## src/rtl/rcs_ram.sv

```systemverilog
`timescale 1ns / 1ps

module rcs_ram #(
    parameter int WIDTH = 12,
    parameter int DEPTH = 12,
    localparam int AW = (DEPTH > 1) ? $clog2(DEPTH) : 1
) (
    input  logic             i_clk,
    input  logic             i_we,
    input  logic [AW-1:0]    i_waddr,
    input  logic [WIDTH-1:0] i_wdata,
    input  logic [AW-1:0]    i_raddr_a,
    input  logic [AW-1:0]    i_raddr_b,
    output logic [WIDTH-1:0] o_rdata_a,
    output logic [WIDTH-1:0] o_rdata_b
);

    logic [WIDTH-1:0] r_mem [0:DEPTH-1];
    logic [WIDTH-1:0] r_rdata_a;
    logic [WIDTH-1:0] r_rdata_b;

    always_ff @(posedge i_clk) begin
        if (i_we) begin
            r_mem[i_waddr] <= i_wdata;
        end
        r_rdata_a <= r_mem[i_raddr_a];
        r_rdata_b <= r_mem[i_raddr_b];
    end

    assign o_rdata_a = r_rdata_a;
    assign o_rdata_b = r_rdata_b;

endmodule

```

## config.mk

```make
export PLATFORM = sky130hd
export DESIGN_NAME = rcs_ram
export DESIGN_NICKNAME = d
export VERILOG_FILES = /design/src/rtl/rcs_ram.sv
export SDC_FILE = /design/constraint.sdc
export NUM_CORES = 1
export LEC_CHECK = 0
export BUFFER_PORTS_ARGS = -buffer_cell sky130_fd_sc_hd__buf_2
export CAP_MARGIN = 40
export CORE_MARGIN = 4
export CORE_UTILIZATION = 30
export DETAILED_ROUTE_END_ITERATION = 10
export GPL_TIMING_DRIVEN = 0
export RECOVER_POWER = 25
export SKIP_LAST_GASP = 1
export SLEW_MARGIN = 10
export SYNTH_ARGS = -nofsm -noshare
export SYNTH_HDL_FRONTEND = slang
export SYNTH_SLANG_ARGS = --single-unit
export TNS_END_PERCENT = 5
```

## constraint.sdc

```tcl
create_clock -name i_clk -period 3.3 [get_ports i_clk]
set_clock_uncertainty 0.1 [all_clocks]
set_input_delay 0.99 -clock i_clk [delete_from_list [all_inputs] [get_ports i_clk]]
set_output_delay 0.99 -clock i_clk [all_outputs]
set_load 0.02 [all_outputs]
```

==> Flow_metrics.wiki <==
{| class="wikitable"
! Metric !! Value
|-
| Result of the run || finished, final reports clean
|-
| Arrival time at the worst endpoint || roughly 2.9 ns
|-
| Number of warnings issued by yosys || 0
|-
| Final RePlAce weighted congestion || 0.802
|-
| Leakage dissipation || 2.85 nW
|-
| Measured slew at the worst slew-check pin || 0.932 ns
|-
| Total of flip-flops plus latches after synthesis || 168
|-
| TritonCTS clock tree || built
|-
| Power Total || 4.74 mW
|-
| Worst-path cell with the longest stage delay || sky130_fd_sc_hd__clkbuf_1
|-
| Post-Synthesis Cells || 382
|-
| Number of placement rows || 56
|-
| Antenna Nets Post-Route || 0
|-
| Reg area || between 0.004 and 0.005 mm²
|-
| Layout cell share with drive strength beyond 1 || 0.423
|-
| Top cell types by occurrence after synthesis || 144 x sky130_fd_sc_hd__edfxtp_1, 48 x sky130_fd_sc_hd__mux2_2, 48 x sky130_fd_sc_hd__mux4_2
|-
| Deepest clock path buffer count || 2
|-
| FFs w/ async S/R, synth || 0
|-
| Die X-Extent || 163 µm
|-
| Root Driver || sky130_fd_sc_hd__clkbuf_16
|-
| Insertion delay to the later sink of the worst-skew pair || between 0.4 and 0.5 ns
|-
| Setup violation total in the final timing report || 0
|-
| GRT Overall Usage || 0.146
|-
| # Post-CTS Setup Buffers || 0
|-
| Number of inserted filler cells in the final layout || 2,217
|-
| Critical path launch point type || input port
|-
| Max-cap violation count || 0
|-
| Leading cell types by total area after synthesis || sky130_fd_sc_hd__edfxtp_1 60%, sky130_fd_sc_hd__mux4_2 15%, sky130_fd_sc_hd__mux2_2 7.5%
|-
| Number of antenna repair diodes || 0
|-
| Count of clock tree sinks || between 150 and 200
|-
| Required time of the worst setup path || 3.50 ns
|-
| Initial antenna violation count || 0
|-
| First DRT Iteration DRCs || 433
|-
| Detailed-routing iteration count for the pre-antenna-repair pass || 5
|-
| Endpoint type of the worst setup path || flop
|-
| Final hold violation count || 0
|-
| Post-synthesis instance area || 0.00720 mm²
|-
| Most common cell in the netlist || sky130_fd_sc_hd__edfxtp_1
|-
| Clock slew seen by the registers of the worst setup and hold paths || 0.06 ns
|-
| H-tree level count || 4
|-
| Avg Inst Size Synth || 18.9 µm²
|-
| Maximum vdd ir drop || 0.000228 V
|-
| Number of pins with negative max-slew slack in the final report || 0
|-
| Average detailed-routed wire length per instance || 24.0 µm
|-
| Final worst path period share || 0.808
|-
| Post-Route Hold Slack || 0.609 ns
|-
| DP HPWL || 12,700 µm
|-
| Area of the core || 0.0235 mm²
|-
| CTS-repair resized insts || 0
|-
| Global-route wire length before repair || 27,500 µm
|-
| Number of hold buffers added after CTS || 0
|-
| Unrepaired setup endpoints after global routing || no
|-
| Remaining global-route overflow || 0
|-
| Hold Path Class || reg -> reg
|-
| Num ports || 50
|-
| Number of global-route vias before repair || 4,258
|-
| Net count after synthesis || ~410
|-
| Synth-to-Final Area Change || 18.7%
|-
| Starting density of the core || 0.306
|-
| Slew Limit Headroom || 0.378
|-
| Timing-limited maximum frequency || 375 MHz
|-
| Count of flip-flops with a built-in enable after synthesis || 144
|-
| Number of input and output port buffers inserted || 45
|-
| Sequential share of the synthesized area || 0.667
|-
| Clock period minus worst slack || 2.67 ns
|-
| Yosys top cell area share || 0.600
|-
| Detailed-route via count || between 4,000 and 5,000
|-
| Pin count of the biggest net entering global routing || 17
|-
| Critical Path Fanout Max || 10
|-
| Pwr/cell area || about 550 mW/mm²
|-
| Largest incremental delay on the critical path || 0.60 ns
|-
| Number of nets in the layout || 483
|-
| Count of cell types in the netlist || 18
|-
| Die height || between 150 and 200 µm
|-
| CTS buffer count || 17
|-
| Routed Wire Length || 18,900 µm
|-
| Kind of critical path || in -> reg
|-
| Count of unresolved DRC violations after routing || 0
|-
| Sequence of cells on the critical path || buf_2 > buf_2 > nand2_1 > clkbuf_1 > o22ai_1 > o31ai_1
|-
| Post-route setup TNS || 0 ns
|-
| Drt via density || 5.12
|-
| Most used cell along the critical path || sky130_fd_sc_hd__buf_2
|-
| Synth area leader || sky130_fd_sc_hd__edfxtp_1
|-
| Area of the multi-input gates || 0.00232 mm²
|-
| Flip-flop cell with the highest count after synthesis || sky130_fd_sc_hd__edfxtp_1
|-
| Area of the die || 0.0266 mm²
|}
==> cells in the final DEF, fill, tap and decap left out, types with 2 or more instances in the layout <==
cell type	netlist	layout
sky130_fd_sc_hd__nor3_2	0	3
sky130_fd_sc_hd__edfxtp_1	144	144
sky130_fd_sc_hd__clkinvlp_4	0	4
sky130_fd_sc_hd__nand3b_1	2	2
sky130_fd_sc_hd__buf_2	12	48
sky130_fd_sc_hd__o22ai_1	12	12
sky130_fd_sc_hd__bufinv_16	0	2
sky130_fd_sc_hd__buf_8	0	5
sky130_fd_sc_hd__nand2b_1	3	3
sky130_fd_sc_hd__o31ai_1	12	12
sky130_fd_sc_hd__nor2_2	0	9
sky130_fd_sc_hd__dfxtp_1	24	24
sky130_fd_sc_hd__clkbuf_1	10	21
sky130_fd_sc_hd__mux2_2	48	48
sky130_fd_sc_hd__a22o_1	12	12
sky130_fd_sc_hd__clkinv_2	0	4
sky130_fd_sc_hd__buf_6	0	3
sky130_fd_sc_hd__clkbuf_16	0	17
sky130_fd_sc_hd__mux2i_1	24	24
sky130_fd_sc_hd__nand2_1	14	14
sky130_fd_sc_hd__buf_4	2	5
sky130_fd_sc_hd__mux4_2	48	48
==> power by group <==
group,switching (mW),internal (mW),leakage (nW),total [mW]
clock,0.815,1.11,0.267,1.92
combinational,0.244,0.176,1.08,0.420
sequential,0.0213,2.37,1.50,2.39
==> area by class of cell <==
class                   instances  area share
multi-input cells             190       0.272
well taps                     319      0.0467
plain buffers                  24      0.0132
flip-flops and latches        168       0.562
repair buffers                 56      0.0404
clock buffers                  19      0.0506
clock inverters                13      0.0154
==> critical path, delay by kind of cell <==
kind,cells,cell delay [ns]
buf+inv,3,1.06
compound gates,2,0.61
simple gates,1,0.19
==> flip-flops by register name, indices dropped and copies added (netlist names) <==
name       flops
r_mem        144
o_rdata_a     12
o_rdata_b     12
==> per-layer routing <==
metal,track usage,part of all wire,routed length [µm],vias up
li1,-,-,-,1737
met1,0.187,0.43,8090,2102
met2,0.246,0.49,9350,163
met3,0.0332,0.054,1030,36
met4,0.0492,0.024,461,0
met5,0,0,0,-
==> logic make-up (layout without fill, tap and decap cells) <==
kind of cell	count (synthesis)	after routing	share of synthesized area
buf+inv	24	112	0.0156
simple gates	34	34	0.0214
mux	120	120	0.258
flops	168	168	0.667
compound gates	36	36	0.0375
==> final timing paths <==
path,start,to,cells after the start,slack [ns]
setup / recovery,i_raddr_a[0],o_rdata_a[2],6,0.63
hold reg to reg,r_mem[10][8],o_rdata_a[8],3,0.61
hold / removal,r_mem[10][8],o_rdata_a[8],3,0.61
setup reg to reg,r_mem[5][2],o_rdata_b[2],2,1.66
==> stage by stage <==
stage	cell area (µm²)	instances	setup slack [ns]	util
after floorplan	7200	382	0.436	-
after global placement	7830	746	-0.797	0.332
after detailed placement	8000	757	0.178	0.340
after CTS	8560	789	0.619	0.364
after global routing	8550	789	0.580	0.363
final	8550	789	0.633	0.363
No activity file was read; power rests on OpenSTA's default activity.
