### src/rtl/rcs_pkg.sv
`timescale 1ns / 1ps

package rcs_pkg;

    localparam int CURVE_POINTS = 12;
    localparam int CURVE_AW     = $clog2(CURVE_POINTS);
    localparam int CURVE_W      = 12;
    localparam int YAW_SIGN     = 1;

    localparam int CFG_AW = 3;
    localparam int CFG_DW = 11;

    localparam logic [10:0] RST_STICK_CENTRE = 11'd1500;
    localparam logic [6:0]  RST_RP_DEADBAND  = 7'd0;
    localparam logic [6:0]  RST_YAW_DEADBAND = 7'd0;
    localparam logic [10:0] RST_MIN_CHECK    = 11'd1100;
    localparam logic [10:0] RST_TPA_BP       = 11'd1500;
    localparam logic [6:0]  RST_TPA_MAX      = 7'd0;
    localparam logic [6:0]  RST_THR_MID      = 7'd50;
    localparam logic [6:0]  RST_THR_EXPO     = 7'd0;

    localparam logic [11:0] THR_MAX     = 12'd2000;
    localparam logic [10:0] MIN_CHK_MAX = 11'd1999;
    localparam logic [8:0]  AXIS_LIMIT  = 9'd500;
    localparam logic [6:0]  PCT_FULL    = 7'd100;
    localparam logic [6:0]  MID_MAX     = 7'd99;

    // pipelined long division: numerator, divisor and quotient widths
    localparam int DIV_NW = 21;
    localparam int DIV_DW = 11;
    localparam int DIV_QW = 10;

    localparam int IN_W   = 48;
    localparam int OUT_W  = 48;
    localparam int LAT    = 14;
    localparam int FIFO_DEPTH = 32;
    localparam int FIFO_AW    = $clog2(FIFO_DEPTH);

    typedef enum logic [2:0] {
        REG_STICK_CENTRE = 3'd0,
        REG_RP_DEADBAND  = 3'd1,
        REG_YAW_DEADBAND = 3'd2,
        REG_MIN_CHECK    = 3'd3,
        REG_TPA_BP       = 3'd4,
        REG_TPA_MAX      = 3'd5,
        REG_THR_MID      = 3'd6,
        REG_THR_EXPO     = 3'd7
    } t_cfg_reg;

    typedef enum logic [2:0] {
        ST_IDLE,
        ST_SETUP,
        ST_MUL,
        ST_DIV1,
        ST_PROD,
        ST_DIV2,
        ST_STORE
    } t_bld_state;

    typedef struct packed {
        logic                we;
        logic [CURVE_AW-1:0] addr;
        logic [CURVE_W-1:0]  data;
    } t_curve_wr;

    typedef struct packed {
        logic signed [9:0] roll;
        logic signed [9:0] pitch;
        logic signed [9:0] yaw;
    } t_axis_cmds;

    typedef struct packed {
        logic       below;
        logic       above;
        logic [6:0] tmax;
    } t_tpa_flags;

endpackage

### src/rtl/rcs_curve.sv
`timescale 1ns / 1ps

module rcs_curve (
    input  logic               i_clk,
    input  logic               i_rst_n,
    input  logic               i_start,
    input  logic [6:0]         i_mid,
    input  logic [6:0]         i_expo,
    output logic               o_busy,
    output rcs_pkg::t_curve_wr o_wr
);

    rcs_pkg::t_bld_state r_state, n_state;
    logic [rcs_pkg::CURVE_AW-1:0] r_idx, n_idx;
    logic signed [8:0] r_d, n_d;
    logic [13:0] r_yy, n_yy;
    logic [13:0] r_d2, n_d2;
    logic [21:0] r_num, n_num;
    logic [13:0] r_rem, n_rem;
    logic [13:0] r_den, n_den;
    logic [4:0]  r_cnt, n_cnt;
    logic        r_neg, n_neg;

    logic [6:0]        mid_c;
    logic [6:0]        expo_c;
    logic signed [8:0] d_c;
    logic [6:0]        absd_c;
    logic [6:0]        y_c;
    logic [6:0]        absd_r;
    logic [13:0]       f;
    logic [14:0]       rem_sh;
    logic              take;
    logic [39:0]       recip10;
    logic signed [19:0] v;

    assign mid_c  = (i_mid > rcs_pkg::MID_MAX) ? rcs_pkg::MID_MAX : i_mid;
    assign expo_c = (i_expo > rcs_pkg::PCT_FULL) ? rcs_pkg::PCT_FULL : i_expo;

    // next state
    always_comb begin
        n_state = r_state;
        if (i_start) begin
            n_state = rcs_pkg::ST_SETUP;
        end else begin
            unique case (r_state)
                rcs_pkg::ST_IDLE:  n_state = rcs_pkg::ST_IDLE;
                rcs_pkg::ST_SETUP: n_state = rcs_pkg::ST_MUL;
                rcs_pkg::ST_MUL:   n_state = rcs_pkg::ST_DIV1;
                rcs_pkg::ST_DIV1: begin
                    if (r_cnt == 5'd21) n_state = rcs_pkg::ST_PROD;
                end
                rcs_pkg::ST_PROD:  n_state = rcs_pkg::ST_DIV2;
                rcs_pkg::ST_DIV2:  n_state = rcs_pkg::ST_STORE;
                rcs_pkg::ST_STORE: begin
                    if (r_idx == rcs_pkg::CURVE_AW'(rcs_pkg::CURVE_POINTS - 1)) begin
                        n_state = rcs_pkg::ST_IDLE;
                    end else begin
                        n_state = rcs_pkg::ST_SETUP;
                    end
                end
                default: n_state = rcs_pkg::ST_IDLE;
            endcase
        end
    end

    // datapath: one point is d, y*y, expo*d*d/(y*y), then d*f/10
    always_comb begin
        d_c    = $signed(9'(r_idx) * 9'd10) - $signed({2'b0, mid_c});
        absd_c = (d_c < 0) ? 7'(-d_c) : 7'(d_c);
        if (d_c > 0) begin
            y_c = 7'd100 - mid_c;
        end else if (d_c < 0) begin
            y_c = mid_c;
        end else begin
            y_c = 7'd1;
        end
        absd_r = (r_d < 0) ? 7'(-r_d) : 7'(r_d);
        f      = 14'(rcs_pkg::PCT_FULL - expo_c) + r_num[13:0];
        rem_sh = {r_rem, r_num[21]};
        take   = rem_sh >= {1'b0, r_den};
        // divide by 10 through its reciprocal, exact for the product range
        recip10 = 40'(r_num[17:0]) * 40'd419431;

        n_idx = r_idx;
        n_d   = r_d;
        n_yy  = r_yy;
        n_d2  = r_d2;
        n_num = r_num;
        n_rem = r_rem;
        n_den = r_den;
        n_cnt = r_cnt;
        n_neg = r_neg;
        if (i_start) begin
            n_idx = '0;
        end else begin
            unique case (r_state)
                rcs_pkg::ST_SETUP: begin
                    n_d  = d_c;
                    n_yy = 14'(y_c) * 14'(y_c);
                    n_d2 = 14'(absd_c) * 14'(absd_c);
                end
                rcs_pkg::ST_MUL: begin
                    n_num = 22'(expo_c) * 22'(r_d2);
                    n_den = r_yy;
                    n_rem = '0;
                    n_cnt = '0;
                end
                rcs_pkg::ST_DIV1: begin
                    n_rem = take ? 14'(rem_sh - {1'b0, r_den}) : rem_sh[13:0];
                    n_num = {r_num[20:0], take};
                    n_cnt = r_cnt + 5'd1;
                end
                rcs_pkg::ST_PROD: begin
                    n_num = 22'(absd_r) * 22'(f);
                    n_neg = r_d < 0;
                end
                rcs_pkg::ST_DIV2: begin
                    n_num = 22'(recip10[39:22]);
                end
                rcs_pkg::ST_STORE: begin
                    if (r_idx != rcs_pkg::CURVE_AW'(rcs_pkg::CURVE_POINTS - 1)) begin
                        n_idx = r_idx + 1'b1;
                    end
                end
                default: begin
                end
            endcase
        end
    end

    // outputs
    always_comb begin
        v = 20'sd1000 + $signed(20'(mid_c * 10))
            + (r_neg ? -$signed({2'b0, r_num[17:0]}) : $signed({2'b0, r_num[17:0]}));
        o_busy    = r_state != rcs_pkg::ST_IDLE;
        o_wr.we   = r_state == rcs_pkg::ST_STORE;
        o_wr.addr = r_idx;
        if (v < 0) begin
            o_wr.data = '0;
        end else if (v > 20'sd4095) begin
            o_wr.data = 12'd4095;
        end else begin
            o_wr.data = v[11:0];
        end
    end

    always_ff @(posedge i_clk) begin
        if (!i_rst_n) begin
            r_state <= rcs_pkg::ST_SETUP;
            r_idx   <= '0;
        end else begin
            r_state <= n_state;
            r_idx   <= n_idx;
        end
        r_d   <= n_d;
        r_yy  <= n_yy;
        r_d2  <= n_d2;
        r_num <= n_num;
        r_rem <= n_rem;
        r_den <= n_den;
        r_cnt <= n_cnt;
        r_neg <= n_neg;
    end

endmodule

### config.mk
export PLATFORM = sky130hd
export DESIGN_NAME = rcs_curve
export DESIGN_NICKNAME = d
export VERILOG_FILES = /design/src/rtl/rcs_pkg.sv /design/src/rtl/rcs_curve.sv
export SDC_FILE = /design/constraint.sdc
export NUM_CORES = 1
export LEC_CHECK = 0
export BUFFER_PORTS_ARGS = -buffer_cell sky130_fd_sc_hd__buf_2
export CAP_MARGIN = 20
export CORE_MARGIN = 8
export CORE_UTILIZATION = 45
export DETAILED_ROUTE_END_ITERATION = 12
export PLACE_DENSITY = 0.66
export SYNTH_ARGS = -nofsm -noshare
export SYNTH_HDL_FRONTEND = slang
export SYNTH_SLANG_ARGS = --single-unit
### constraint.sdc
create_clock -name i_clk -period 8.2 [get_ports i_clk]
set_clock_uncertainty 0.15 [all_clocks]
set_input_delay 0.41 -clock i_clk [delete_from_list [all_inputs] [get_ports i_clk]]
set_output_delay 0.41 -clock i_clk [all_outputs]
set_load 0.005 [all_outputs]
==> impl_metrics.env <==
export IMPL_die_w_um=230.1
export IMPL_wl_met2_mm=25.37
export IMPL_area_growth_pct=7.201
export IMPL_antenna_diode_count=0
export IMPL_async_flop_share_pct=0
export IMPL_tightest_slew_ns=1.147
export IMPL_stdcell_area_sq_um=22110
export IMPL_max_freq_ghz=0.1290
export IMPL_num_vias=16199
export IMPL_cts_tree="built"
export IMPL_synth_seq_area_share_pct=13.49
export IMPL_slowest_delay_ns=0.58
export IMPL_hold_viol=0
export IMPL_grt_overflow=0
export IMPL_rsz0062_at_grt="false"
export IMPL_first_pass_iters=7
export IMPL_fin_crit_sh_pct=94.51
export IMPL_portBuffers=34
export IMPL_synth_enable_flop_cells=88
export IMPL_grt_pass1_wl_mm=85.71
export IMPL_worstHoldPathCells=0
export IMPL_layout_drive_gt1_share_pct=6.221
export IMPL_final_common_cell="inv_1"
export IMPL_required_ns=8.15
export IMPL_synth_cell_types=81
export IMPL_rr_worst_depth=26
export IMPL_cts_setup_buffers=0
export IMPL_met3_length_mm=2.376
export IMPL_drt_total_wl_mm=52.30
export IMPL_max_slew_margin_rel_pct=22.96
export IMPL_syn_area_sq_um=20620
export IMPL_status="finished clean"
export IMPL_ys_warn_count=0
export IMPL_synth_ff_type="edfxtp_1"
export IMPL_final_cell_mix="inv_1, ha_1, fa_1"
export IMPL_root_buffer="clkbuf_16"
export IMPL_r2r_slack_ns=0.53
export IMPL_crit_fanout=5
export IMPL_die_h_um=230.1
export IMPL_setup_worst_path_start_class="input port"
export IMPL_hp_class="reg -> reg"
export IMPL_ys_seq_elements=95
export IMPL_io_pins=35
export IMPL_rows=78
export IMPL_drc=0
export IMPL_grt_total_usage_pct=19.79
export IMPL_crit_type="in -> reg"
export IMPL_dp_hpwl_mm=44.76
export IMPL_clk_pin_slew_ns=0.09
export IMPL_numCtsBuffers=9
export IMPL_antenna_found_initial=0
export IMPL_dpl_instance_area_sq_um=21810
export IMPL_min_period_ns=7.750
export IMPL_utilization_pct=48.83
export IMPL_grt_pass1_vias=16845
export IMPL_clock_sinks=95
export IMPL_via_per_inst=5.497
export IMPL_r2r_start="r_idx[1]"
export IMPL_start_util_pct=45.55
export IMPL_syn_inst=2285
export IMPL_yosysTopAreaCell="fa_1"
export IMPL_wl_met1_mm=22.93
export IMPL_final_setup_viol_count=0
export IMPL_syn_mean_instance_area_sq_um=9.026
export IMPL_yosys_area_top_type_share_pct=24.36
export IMPL_endpoint_kind="flop"
export IMPL_drt_initial_drc_count=945
export IMPL_nets=2943
export IMPL_clock_latency_ns=0.37
export IMPL_dieArea_sq_um=52940
export IMPL_worstReg2RegEnd="r_yy[12]"
export IMPL_holdPathEnd="r_den[13]"
export IMPL_clock_path_buffers=2
export IMPL_synth_area_top_cells="fa_1, ha_1, edfxtp_1, inv_1, nor2_1"
export IMPL_whs_ns=0.2750
export IMPL_top_layer_used="met4"
export IMPL_gp_congestion=0.9370
export IMPL_cts_htree_levels=3
export IMPL_grt_max_degree=34
export IMPL_critPathArrivalTime_ns=7.70
export IMPL_fin_tns_setup_ns=0
export IMPL_cp_slowest_cell="fa_1"
export IMPL_core_sq_um=45280
export IMPL_slew_viol_final=0
export IMPL_worstHoldStart="r_yy[13]"
export IMPL_drtAntennaViolNets=0
export IMPL_routedWlPerCell_um=17.75
export IMPL_maxCapViolCount=0
==> routing by layer <==
layer | GRT usage (%) | vias up
li1 | - | 7744
met1 | 25.34 | 7996
met2 | 34.15 | 377
met3 | 2.832 | 82
met4 | 6.137 | 0
met5 | 0 | -
==> critical path, delay by kind of cell <==
| kind | cells | cell delay, ns |
|---|---|---|
| XOR/XNOR | 2 | 0.37 |
| adder cells (fa/ha/maj) | 7 | 2.86 |
| AO/OA/AOI/OAI | 16 | 2.96 |
| AND/OR/NAND/NOR | 4 | 0.65 |
| buffers and inverters | 5 | 0.45 |
==> sequential cells by signal, indices dropped and copies added, names as in the netlist <==
register	count
r_idx	4
r_state	3
r_neg	1
r_den	13
r_num	22
r_rem	14
r_d2	12
r_yy	13
r_cnt	5
r_d	8
==> synth_stat cells, types with 10 or more instances <==
cell	number
and2_1	32
xor2_1	53
o31ai_1	10
mux2i_1	19
a31oi_1	22
edfxtp_1	88
nand2b_1	34
o21ai_0	63
o21bai_1	12
inv_1	375
and3_1	23
or2_2	19
nand3_1	20
nor2b_1	21
a211oi_1	14
nand4_1	16
clkbuf_1	45
o21a_1	15
a21o_1	48
or3_1	18
nand2_1	159
nor2_1	217
nor3_1	37
a21oi_1	118
xnor2_1	93
fa_1	251
ha_1	333
==> logic make-up after synthesis <==
| group | Yosys count | synth area share, % |
|---|---|---|
| simple gates | 620 | 14.08 |
| fa+ha+maj | 584 | 44.56 |
| buf+inv | 425 | 7.759 |
| compound gates | 391 | 12.78 |
| xor+xnor | 146 | 6.200 |
| flops | 95 | 13.49 |
| mux | 22 | 1.086 |
| other cells | 2 | 0.03641 |
==> worst max path at each step <==
stage                end  depth (start not counted)  slack, ns      start
6_report       r_num[20]                         34       0.45  i_expo[4]
5_1_grt        r_num[20]                         34       0.04  i_expo[4]
4_1_cts        r_num[20]                         32       0.44  i_expo[0]
3_5_place_dp   r_num[20]                         34       0.05  i_expo[0]
3_3_place_gp   r_num[20]                         32       0.35  i_expo[0]
2_1_floorplan  r_num[20]                         32       0.19  i_expo[0]
==> area by class of cell <==
type	instances	area, sq um
Inverter	375	1408
Clock buffer	9	225.2
Tap cell	600	750.7
Multi-Input combinational cell	1776	16310
Timing Repair Buffer	85	560.5
Fill cell	4331	23170
Clock inverter	7	70.07
Sequential cell	95	2783
==> per-stage QoR <==
stage	instances	setup WS (ns)
floorplan	2296	0.1917
global placement	2930	0.3547
detailed placement	2931	0.04579
CTS	2947	0.4403
global route	2947	0.04255
finish	2947	0.4504
==> what timing repair did <==
action / CTS / global route
setup endpoints to repair: 0 / 3
hold buffers: 0 / 0
resized for setup: 0 / 3
Power is not shown: default switching activity piles up to over one toggle a cycle in this logic, so the estimate is an artifact.
