### src/rtl/rcs_pkg.sv
`timescale 1ns / 1ps

package rcs_pkg;

    localparam int CURVE_POINTS = 12;
    localparam int CURVE_AW     = $clog2(CURVE_POINTS);
    localparam int CURVE_W      = 12;
    localparam int YAW_SIGN     = 1;

    localparam int CFG_AW = 3;
    localparam int CFG_DW = 11;

    localparam logic [10:0] RST_STICK_CENTRE = 11'd1500;
    localparam logic [6:0]  RST_RP_DEADBAND  = 7'd0;
    localparam logic [6:0]  RST_YAW_DEADBAND = 7'd0;
    localparam logic [10:0] RST_MIN_CHECK    = 11'd1100;
    localparam logic [10:0] RST_TPA_BP       = 11'd1500;
    localparam logic [6:0]  RST_TPA_MAX      = 7'd0;
    localparam logic [6:0]  RST_THR_MID      = 7'd50;
    localparam logic [6:0]  RST_THR_EXPO     = 7'd0;

    localparam logic [11:0] THR_MAX     = 12'd2000;
    localparam logic [10:0] MIN_CHK_MAX = 11'd1999;
    localparam logic [8:0]  AXIS_LIMIT  = 9'd500;
    localparam logic [6:0]  PCT_FULL    = 7'd100;
    localparam logic [6:0]  MID_MAX     = 7'd99;

    // pipelined long division: numerator, divisor and quotient widths
    localparam int DIV_NW = 21;
    localparam int DIV_DW = 11;
    localparam int DIV_QW = 10;

    localparam int IN_W   = 48;
    localparam int OUT_W  = 48;
    localparam int LAT    = 14;
    localparam int FIFO_DEPTH = 32;
    localparam int FIFO_AW    = $clog2(FIFO_DEPTH);

    typedef enum logic [2:0] {
        REG_STICK_CENTRE = 3'd0,
        REG_RP_DEADBAND  = 3'd1,
        REG_YAW_DEADBAND = 3'd2,
        REG_MIN_CHECK    = 3'd3,
        REG_TPA_BP       = 3'd4,
        REG_TPA_MAX      = 3'd5,
        REG_THR_MID      = 3'd6,
        REG_THR_EXPO     = 3'd7
    } t_cfg_reg;

    typedef enum logic [2:0] {
        ST_IDLE,
        ST_SETUP,
        ST_MUL,
        ST_DIV1,
        ST_PROD,
        ST_DIV2,
        ST_STORE
    } t_bld_state;

    typedef struct packed {
        logic                we;
        logic [CURVE_AW-1:0] addr;
        logic [CURVE_W-1:0]  data;
    } t_curve_wr;

    typedef struct packed {
        logic signed [9:0] roll;
        logic signed [9:0] pitch;
        logic signed [9:0] yaw;
    } t_axis_cmds;

    typedef struct packed {
        logic       below;
        logic       above;
        logic [6:0] tmax;
    } t_tpa_flags;

endpackage

### src/rtl/rcs_axis.sv
`timescale 1ns / 1ps

module rcs_axis (
    input  logic              i_clk,
    input  logic [11:0]       i_raw,
    input  logic [10:0]       i_centre,
    input  logic [6:0]        i_deadband,
    input  logic              i_invert,
    input  logic              i_zero,
    output logic signed [9:0] o_cmd
);

    logic              below;
    logic [11:0]       mag;
    logic [8:0]        clamped;
    logic [8:0]        m;
    logic              neg;
    logic signed [9:0] n_cmd;
    logic signed [9:0] r_cmd;

    always_comb begin
        below   = i_raw < {1'b0, i_centre};
        mag     = below ? ({1'b0, i_centre} - i_raw) : (i_raw - {1'b0, i_centre});
        clamped = (mag > {3'b0, rcs_pkg::AXIS_LIMIT}) ? rcs_pkg::AXIS_LIMIT : mag[8:0];
        m       = (clamped > {2'b0, i_deadband}) ? (clamped - {2'b0, i_deadband}) : 9'd0;
        neg     = below ^ i_invert;
        if (i_zero) begin
            n_cmd = '0;
        end else if (neg) begin
            n_cmd = -$signed({1'b0, m});
        end else begin
            n_cmd = $signed({1'b0, m});
        end
    end

    always_ff @(posedge i_clk) begin
        r_cmd <= n_cmd;
    end

    assign o_cmd = r_cmd;

endmodule

### config.mk
export PLATFORM = sky130hd
export DESIGN_NAME = rcs_axis
export DESIGN_NICKNAME = d
export VERILOG_FILES = /design/src/rtl/rcs_pkg.sv /design/src/rtl/rcs_axis.sv
export SDC_FILE = /design/constraint.sdc
export NUM_CORES = 1
export LEC_CHECK = 0
export BUFFER_PORTS_ARGS = -buffer_cell sky130_fd_sc_hd__buf_2
export CAP_MARGIN = 20
export CORE_AREA = 2 2 67 69
export DETAILED_ROUTE_END_ITERATION = 12
export DIE_AREA = 0 0 69 71
export PLACE_DENSITY_LB_ADDON = 0.08
export SLEW_MARGIN = 10
export SYNTH_ARGS = -nofsm -noshare
export SYNTH_HDL_FRONTEND = slang
export SYNTH_SLANG_ARGS = --single-unit
export TNS_END_PERCENT = 5
### constraint.sdc
create_clock -name i_clk -period 7.27 [get_ports i_clk]
set_input_delay 0 -clock i_clk [delete_from_list [all_inputs] [get_ports i_clk]]
set_output_delay 0 -clock i_clk [all_outputs]
set_load 0.01 [all_outputs]
==> impl_metrics.ini, run 1 <==
[worst_hold_path]
hold_path_class = primary input to flip-flop

[global_routing]
grtUsageTotal = 0.2020
grt_pass1_wl_um = 8542
gr-total-overflow = 0
busiest_layer = met2
grtUsageMet1 = 0.2589
grt_pass1_vias = 2001
grt_use_met3 = 0.02137
grtUsageMet2 = 0.3729
grt_max_degree = 13
antenna_found_initial = 0

[layout]
finalNetCount = 400
largest_register_ffs = 10
instances_no_fill = 384
drive_above_1_share = 0.1898
fin_util = 0.5854
postLayoutCellArea_mm2 = 0.002461
multi_input_area_mm2 = 0.001783
antenna_cells = 0
regArea_um2 = 200.2
fillers = 419
area_growth_pct = 12.53

[clock_network]
cts.sinks = 10
cts_setup_buffers = 0
ctsHoldBuffers = 0
path_clk_slew_ns = 0.04
h-tree-depth = 1
cts_buffer_depth = 2
cts_resized = 0
cts_buffers = 3
cts_root_buf = clkbuf_8
tritoncts = built

[timing]
fin_crit_sh = 0.8205
fin_hold_ws_ns = 0.06724
hold_viol_final = 0
setup_violations = 0
rsz0062_at_grt = false
clock.fmax_mhz = 167.6
finalWorstSetupSlack_ns = 1.305
worst_pin_slew_ns = 0.7882
relSlewSlack = 0.4722
min_period_ns = 5.965
final_max_slew_viol_count = 0
setup_tns_ns = 0

[logic_synthesis]
yosys.area.top_type = ha_1
ys_top_cells_by_count = 40 x inv_1, 30 x ha_1, 25 x a21oi_1
yosys.area.top_type_share = 0.1716
synth_area_mm2 = 0.002187
async_flop_share = 0
ys_seq_area_frac = 0.09153
netlist_instances = 294
syn_nets = 360
ys.flop_type = dfxtp_1
ys_warn_count = 0
syn_area_per_cell_um2 = 7.439
synth_cell_type_count = 61
synth_edf_count = 0
post-synth-top-count-cell = inv_1
synthTopCellsByArea = ha_1 17%, dfxtp_1 9.2%, inv_1 6.9%
synth.ff_latch_count = 10

[outcome]
status = completed

[floorplanning]
core-area_mm2 = 0.004204
dieArea_mm2 = 0.004899
die_w_um = 69
rows = 24
initial_core_util = 0.5202
die_h_um = 71
ioPinCount = 43

[placement]
dpl_cell_area_mm2 = 0.002420
place_congestion = 0.8880
pre_cts_slack_ns = 1.097
port-buffer-count = 42
placed_cells = 381
dp_hpwl_um = 4162

[critical_path]
slowest_delay_ns = 0.55
cp.depth = 27
worstSetupPathType = primary input to flip-flop
crit_slowest_cell = or4_1
cp_num_buf_inv = 4
crit_start = i_raw[0]
crit_end = o_cmd[6]
worst_setup_path_start_kind = primary input
crit_family = compound AO/OA/AOI/OAI gates
crit_required_ns = 7.38
crit_arrival_ns = 6.07
cp_max_fo = 9
crit_path_end_kind = flip-flop

[pwr]
cellPowerDensity_mw_per_mm2 = 147.7
power.leakage_nw = 1.227
peakVddDrop_mv = 0.07519
power_uw = 363.4

[routing]
avgViaCountPerCell = 5.625
vias = 2160
drc_errors = 0
drt_iter0_drc = 61
wl_um = 4839
wl_per_cell_um = 12.60
ant_nets = 0
dr.pass1.iters = 4

[job]
cap_violations = 0
cell families (layout without fill, tap and decap cells):
| logic type | count (synthesis) | count (layout) | share of synthesized area |
|---|---|---|---|
| AO/OA/AOI/OAI | 89 | 89 | 0.2998 |
| XOR/XNOR | 14 | 14 | 0.05607 |
| adder cells (fa/ha/maj) | 33 | 33 | 0.1991 |
| buffers and inverters | 49 | 87 | 0.09325 |
| flip-flops | 10 | 10 | 0.09153 |
| multiplexers | 11 | 11 | 0.05320 |
| AND/OR/NAND/NOR | 88 | 88 | 0.2071 |
power breakdown:
part	switching, mW	total [mW]	internal [mW]
clock	0.0178	0.0537	0.0359
sequential	0.00206	0.0680	0.0660
combinational	0.139	0.242	0.103
total	0.159	0.363	0.205
area by class of cell:
type                            count  area share
Clock buffer                        3     0.01678
Inverter                           41     0.06253
Multi-Input combinational cell    235      0.7245
Sequential cell                    10     0.08134
Tap cell                           52     0.02644
Timing Repair Buffer               43     0.08846
worst min-delay path by stage:
stage,startpoint,end,cells after the start
floorplan,i_zero,o_cmd[8],2
global placement,i_zero,o_cmd[4],2
detailed placement,i_zero,o_cmd[4],2
CTS,i_zero,o_cmd[4],2
global route,i_zero,o_cmd[4],2
finish,i_zero,o_cmd[4],2
layout by cell type (no fill, tap or decap), drive strengths merged, types with 3 or more instances in the layout:
| master | instances |
|---|---|
| a2111oi | 3 |
| a211oi | 6 |
| a21o | 8 |
| a21oi | 27 |
| and2 | 3 |
| and3 | 3 |
| buf | 43 |
| clkbuf | 3 |
| dfxtp | 10 |
| fa | 3 |
| ha | 30 |
| inv | 41 |
| mux2i | 9 |
| nand2 | 17 |
| nand2b | 9 |
| nand3 | 3 |
| nor2 | 24 |
| nor2b | 5 |
| nor3 | 9 |
| o2111ai | 3 |
| o21ai | 16 |
| o31ai | 3 |
| or2 | 3 |
| or3 | 4 |
| xnor2 | 9 |
| xor2 | 5 |
layer usage:
metal	share of wire	up-vias
met3	0.032	6
met4	0.010	0
met5	0	-
li1	-	1121
met1	0.46	989
met2	0.49	44
(Power assumes the default switching activity.)
==> inputs of run 2 (changes only) <==
- clock period: 7.27 -> 6.1 ns (I/O delays scaled with it)
==> impl_metrics.ini, run 2 (synthesized netlist as in run 1, its figures left out) <==
[critical_path]
crit_slowest_cell = a2111oi_1
worstSetupPathType = primary input to flip-flop
crit_start = i_raw[0]
worst_setup_path_start_kind = primary input
crit_required_ns = 6.22
crit_arrival_ns = 5.72
crit_path_end_kind = flip-flop
cp.depth = 27
cp_num_buf_inv = 4
crit_family = compound AO/OA/AOI/OAI gates
crit_end = o_cmd[6]
cp_max_fo = 7
slowest_delay_ns = 0.55

[routing]
drc_errors = 0
drt_iter0_drc = 70
wl_um = 4999
ant_nets = 0
dr.pass1.iters = 4
vias = 2179
wl_per_cell_um = 12.95
avgViaCountPerCell = 5.645

[floorplanning]
core-area_mm2 = 0.004204
initial_core_util = 0.5202
rows = 24
ioPinCount = 43
die_h_um = 71
dieArea_mm2 = 0.004899
die_w_um = 69

[outcome]
status = completed

[pwr]
peakVddDrop_mv = 0.07397
power.leakage_nw = 1.243
cellPowerDensity_mw_per_mm2 = 183.7
power_uw = 457.3

[timing]
min_period_ns = 5.594
final_max_slew_viol_count = 0
relSlewSlack = 0.5295
clock.fmax_mhz = 178.8
hold_viol_final = 0
setup_violations = 0
worst_pin_slew_ns = 0.7008
fin_crit_sh = 0.9170
setup_tns_ns = 0
finalWorstSetupSlack_ns = 0.5063
rsz0062_at_grt = false

[job]
cap_violations = 0

[global_routing]
grt_max_degree = 14
antenna_found_initial = 0
grtUsageTotal = 0.2094
gr-total-overflow = 0
grt_pass1_wl_um = 8756
grt_pass1_vias = 2139

[layout]
drive_above_1_share = 0.1976
final_cell_mix = 42 x buf_2, 40 x inv_1, 30 x ha_1
final_common_cell = buf_2
largest_register_ffs = 10
postLayoutCellArea_mm2 = 0.002490
antenna_cells = 0
area_growth_pct = 13.84
finalNetCount = 401

[placement]
dpl_cell_area_mm2 = 0.002427
place_congestion = 0.8572
pre_cts_slack_ns = 0.1073
dp_hpwl_um = 4241
port-buffer-count = 42

[clock_network]
cts_buffer_depth = 2
cts_resized = 0
cts_setup_buffers = 0
h-tree-depth = 1
tritoncts = built
ctsHoldBuffers = 0
cts.sinks = 10
cts_root_buf = clkbuf_8
path_clk_slew_ns = 0.05
cts_buffers = 3

[worst_hold_path]
hold_path_class = primary input to flip-flop
## run 2: changes by cell type in the layout (fill, tap and decap cells not counted)
cell,change
buf_4,+1
o41ai_1,-1
clkbuf_8,+1
o41ai_2,+1
## run 2: cell type report
type / count / area (um^2)
clock buffer: 4 / 55.05
fill: 419 / 1714
inverter: 41 / 153.9
multi-input combinational: 235 / 1790
sequential: 10 / 200.2
tap: 52 / 65.06
timing repair buffer: 44 / 225.2
## run 2: metal layers
layer	up-vias	GRT usage	wire length [um]
met5	-	0	0
li1	1123	-	-
met3	8	0.02991	183
met4	0	0.04793	57
met1	991	0.2535	2282
met2	57	0.3910	2475
## run 2: where the power goes
part	internal (mW)	switching, mW
clock network	0.0568	0.0264
registers	0.0785	0.00263
logic	0.125	0.168
## run 2: worst min-delay path by stage
stage / start / to / slack [ns] / cells past startpoint
after detailed placement: i_zero / o_cmd[1] / 0.31 / 2
after floorplan: i_zero / o_cmd[8] / 0.19 / 2
final: i_zero / o_cmd[4] / 0.06 / 2
after global routing: i_zero / o_cmd[1] / 0.07 / 2
after global placement: i_zero / o_cmd[6] / 0.31 / 2
after CTS: i_zero / o_cmd[1] / 0.06 / 2
## run 2: metrics by stage
stage                     hold slack, ns  cells    util
after floorplan                   0.1860    294       -
after global placement            0.3085    382  0.5774
after detailed placement          0.3082    382  0.5774
after CTS                        0.05811    386  0.5905
after global routing             0.06698    386  0.5923
final                            0.06316    386  0.5923
==> inputs of run 3 (changes only) <==
- RECOVER_POWER: not set -> 25
==> impl_metrics.ini, run 3 (synthesized netlist as in run 1, its figures left out) <==
[outcome]
status = completed

[critical_path]
cp_max_fo = 7
crit_start = i_raw[0]
crit_required_ns = 6.22
crit_arrival_ns = 5.71
worstSetupPathType = primary input to flip-flop
worst_setup_path_start_kind = primary input
crit_path_end_kind = flip-flop

[floorplanning]
die_w_um = 69
rows = 24
die_h_um = 71
ioPinCount = 43
dieArea_mm2 = 0.004899
initial_core_util = 0.5202
core-area_mm2 = 0.004204

[layout]
instances_no_fill = 386
multi_input_area_mm2 = 0.001790
area_growth_pct = 13.56
final_common_cell = inv_1
drive_above_1_share = 0.1826
largest_register_ffs = 10
fillers = 423
final_cell_mix = 40 x inv_1, 37 x buf_2, 30 x ha_1
antenna_cells = 0
regArea_um2 = 200.2
finalNetCount = 401

[timing]
worst_pin_slew_ns = 0.7010
clock.fmax_mhz = 178.8
fin_crit_sh = 0.9168
setup_violations = 0
hold_viol_final = 0
setup_tns_ns = 0
rsz0062_at_grt = false
min_period_ns = 5.592
final_max_slew_viol_count = 0
relSlewSlack = 0.5293

[clock_network]
path_clk_slew_ns = 0.05
tritoncts = built
cts_buffer_depth = 2
cts_setup_buffers = 0
cts.sinks = 10
h-tree-depth = 1
cts_root_buf = clkbuf_8
cts_buffers = 3

[placement]
dp_hpwl_um = 4241
placed_cells = 382
port-buffer-count = 42
place_congestion = 0.8572

[routing]
ant_nets = 0
drc_errors = 0
dr.pass1.iters = 4
wl_per_cell_um = 12.95
vias = 2186
wl_um = 4999
drt_iter0_drc = 70
avgViaCountPerCell = 5.663

[global_routing]
grt_max_degree = 14
grt_pass1_vias = 2139
grt_pass1_wl_um = 8756
antenna_found_initial = 0
gr-total-overflow = 0
grtUsageTotal = 0.2094

[pwr]
peakVddDrop_mv = 0.07216
cellPowerDensity_mw_per_mm2 = 183.5
power.leakage_nw = 1.225

[worst_hold_path]
hold_path_class = primary input to flip-flop
hp-start = i_zero

[job]
cap_violations = 0
run 3: changes by cell type in the layout (fill, tap and decap cells not counted):
cell / delta
buf_2: -5
clkbuf_1: +5
run 3: final cells by class:
class | count | area share
Sequential cell | 10 | 0.08060
Inverter | 41 | 0.06196
Timing Repair Buffer | 44 | 0.08816
Clock buffer | 4 | 0.02217
Tap cell | 52 | 0.02620
Multi-Input combinational cell | 235 | 0.7209
run 3: critical path, stage by stage:
cell and delay, ns:
buf_2 0.10, inv_1 0.05, ha_1 0.16, inv_1 0.05, fa_1 0.41, a211o_1 0.30
a21o_1 0.24, a21oi_4 0.32, mux2i_1 0.26, xnor2_1 0.11, a2111oi_1 0.55, and2_1 0.22
a21oi_1 0.09, nor2b_1 0.17, ha_1 0.29, nor2b_1 0.13, o21ai_0 0.20, a21oi_1 0.16
o41ai_2 0.36, o21ai_1 0.18, nor3_2 0.18, or2_2 0.14, ha_1 0.24, inv_1 0.05
or4_1 0.54, o2111ai_1 0.11, a21oi_1 0.08
run 3: path summary, 6_finish.rpt:
check,depth (start not counted),end
worst max-delay path,27,o_cmd[6]
worst min-delay path,2,o_cmd[4]
run 3: metrics by stage:
stage          area (um^2)  hold WS (ns)  utilization  worst slack [ns]  total power [mW]
6_report              2484       0.06304       0.5908            0.5076            0.4557
5_1_grt               2484       0.06698       0.5908           0.02626            0.5002
4_1_cts               2482       0.05811       0.5905            0.3351            0.4579
3_5_place_dp          2427        0.3082       0.5774            0.1073            0.3723
3_3_place_gp          2427        0.3085       0.5774            0.3121            0.3703
2_1_floorplan         2187        0.1860            -            0.6057            0.3039
run 3: repair_timing:
item / 4_1_cts / 5_1_grt
hold buffers: 0 / 0
setup endpoints to repair: 0 / 2
resized for setup: 0 / 1
run 3: power by group:
part	total [mW]	internal [mW]	switching [mW]
combinational	0.291	0.123	0.168
sequential	0.0813	0.0785	0.00281
clock	0.0833	0.0568	0.0265
total	0.456	0.258	0.198
run 3: per-layer routing:
metal  track usage  wire length (um)  vias up  share of wire
li1              -                 -     1123              -
met1        0.2535              2271      995           0.45
met2        0.3910              2483       60           0.50
met3       0.02991               187        8          0.037
met4       0.04793                57        0          0.011
met5             0                 0        -              0
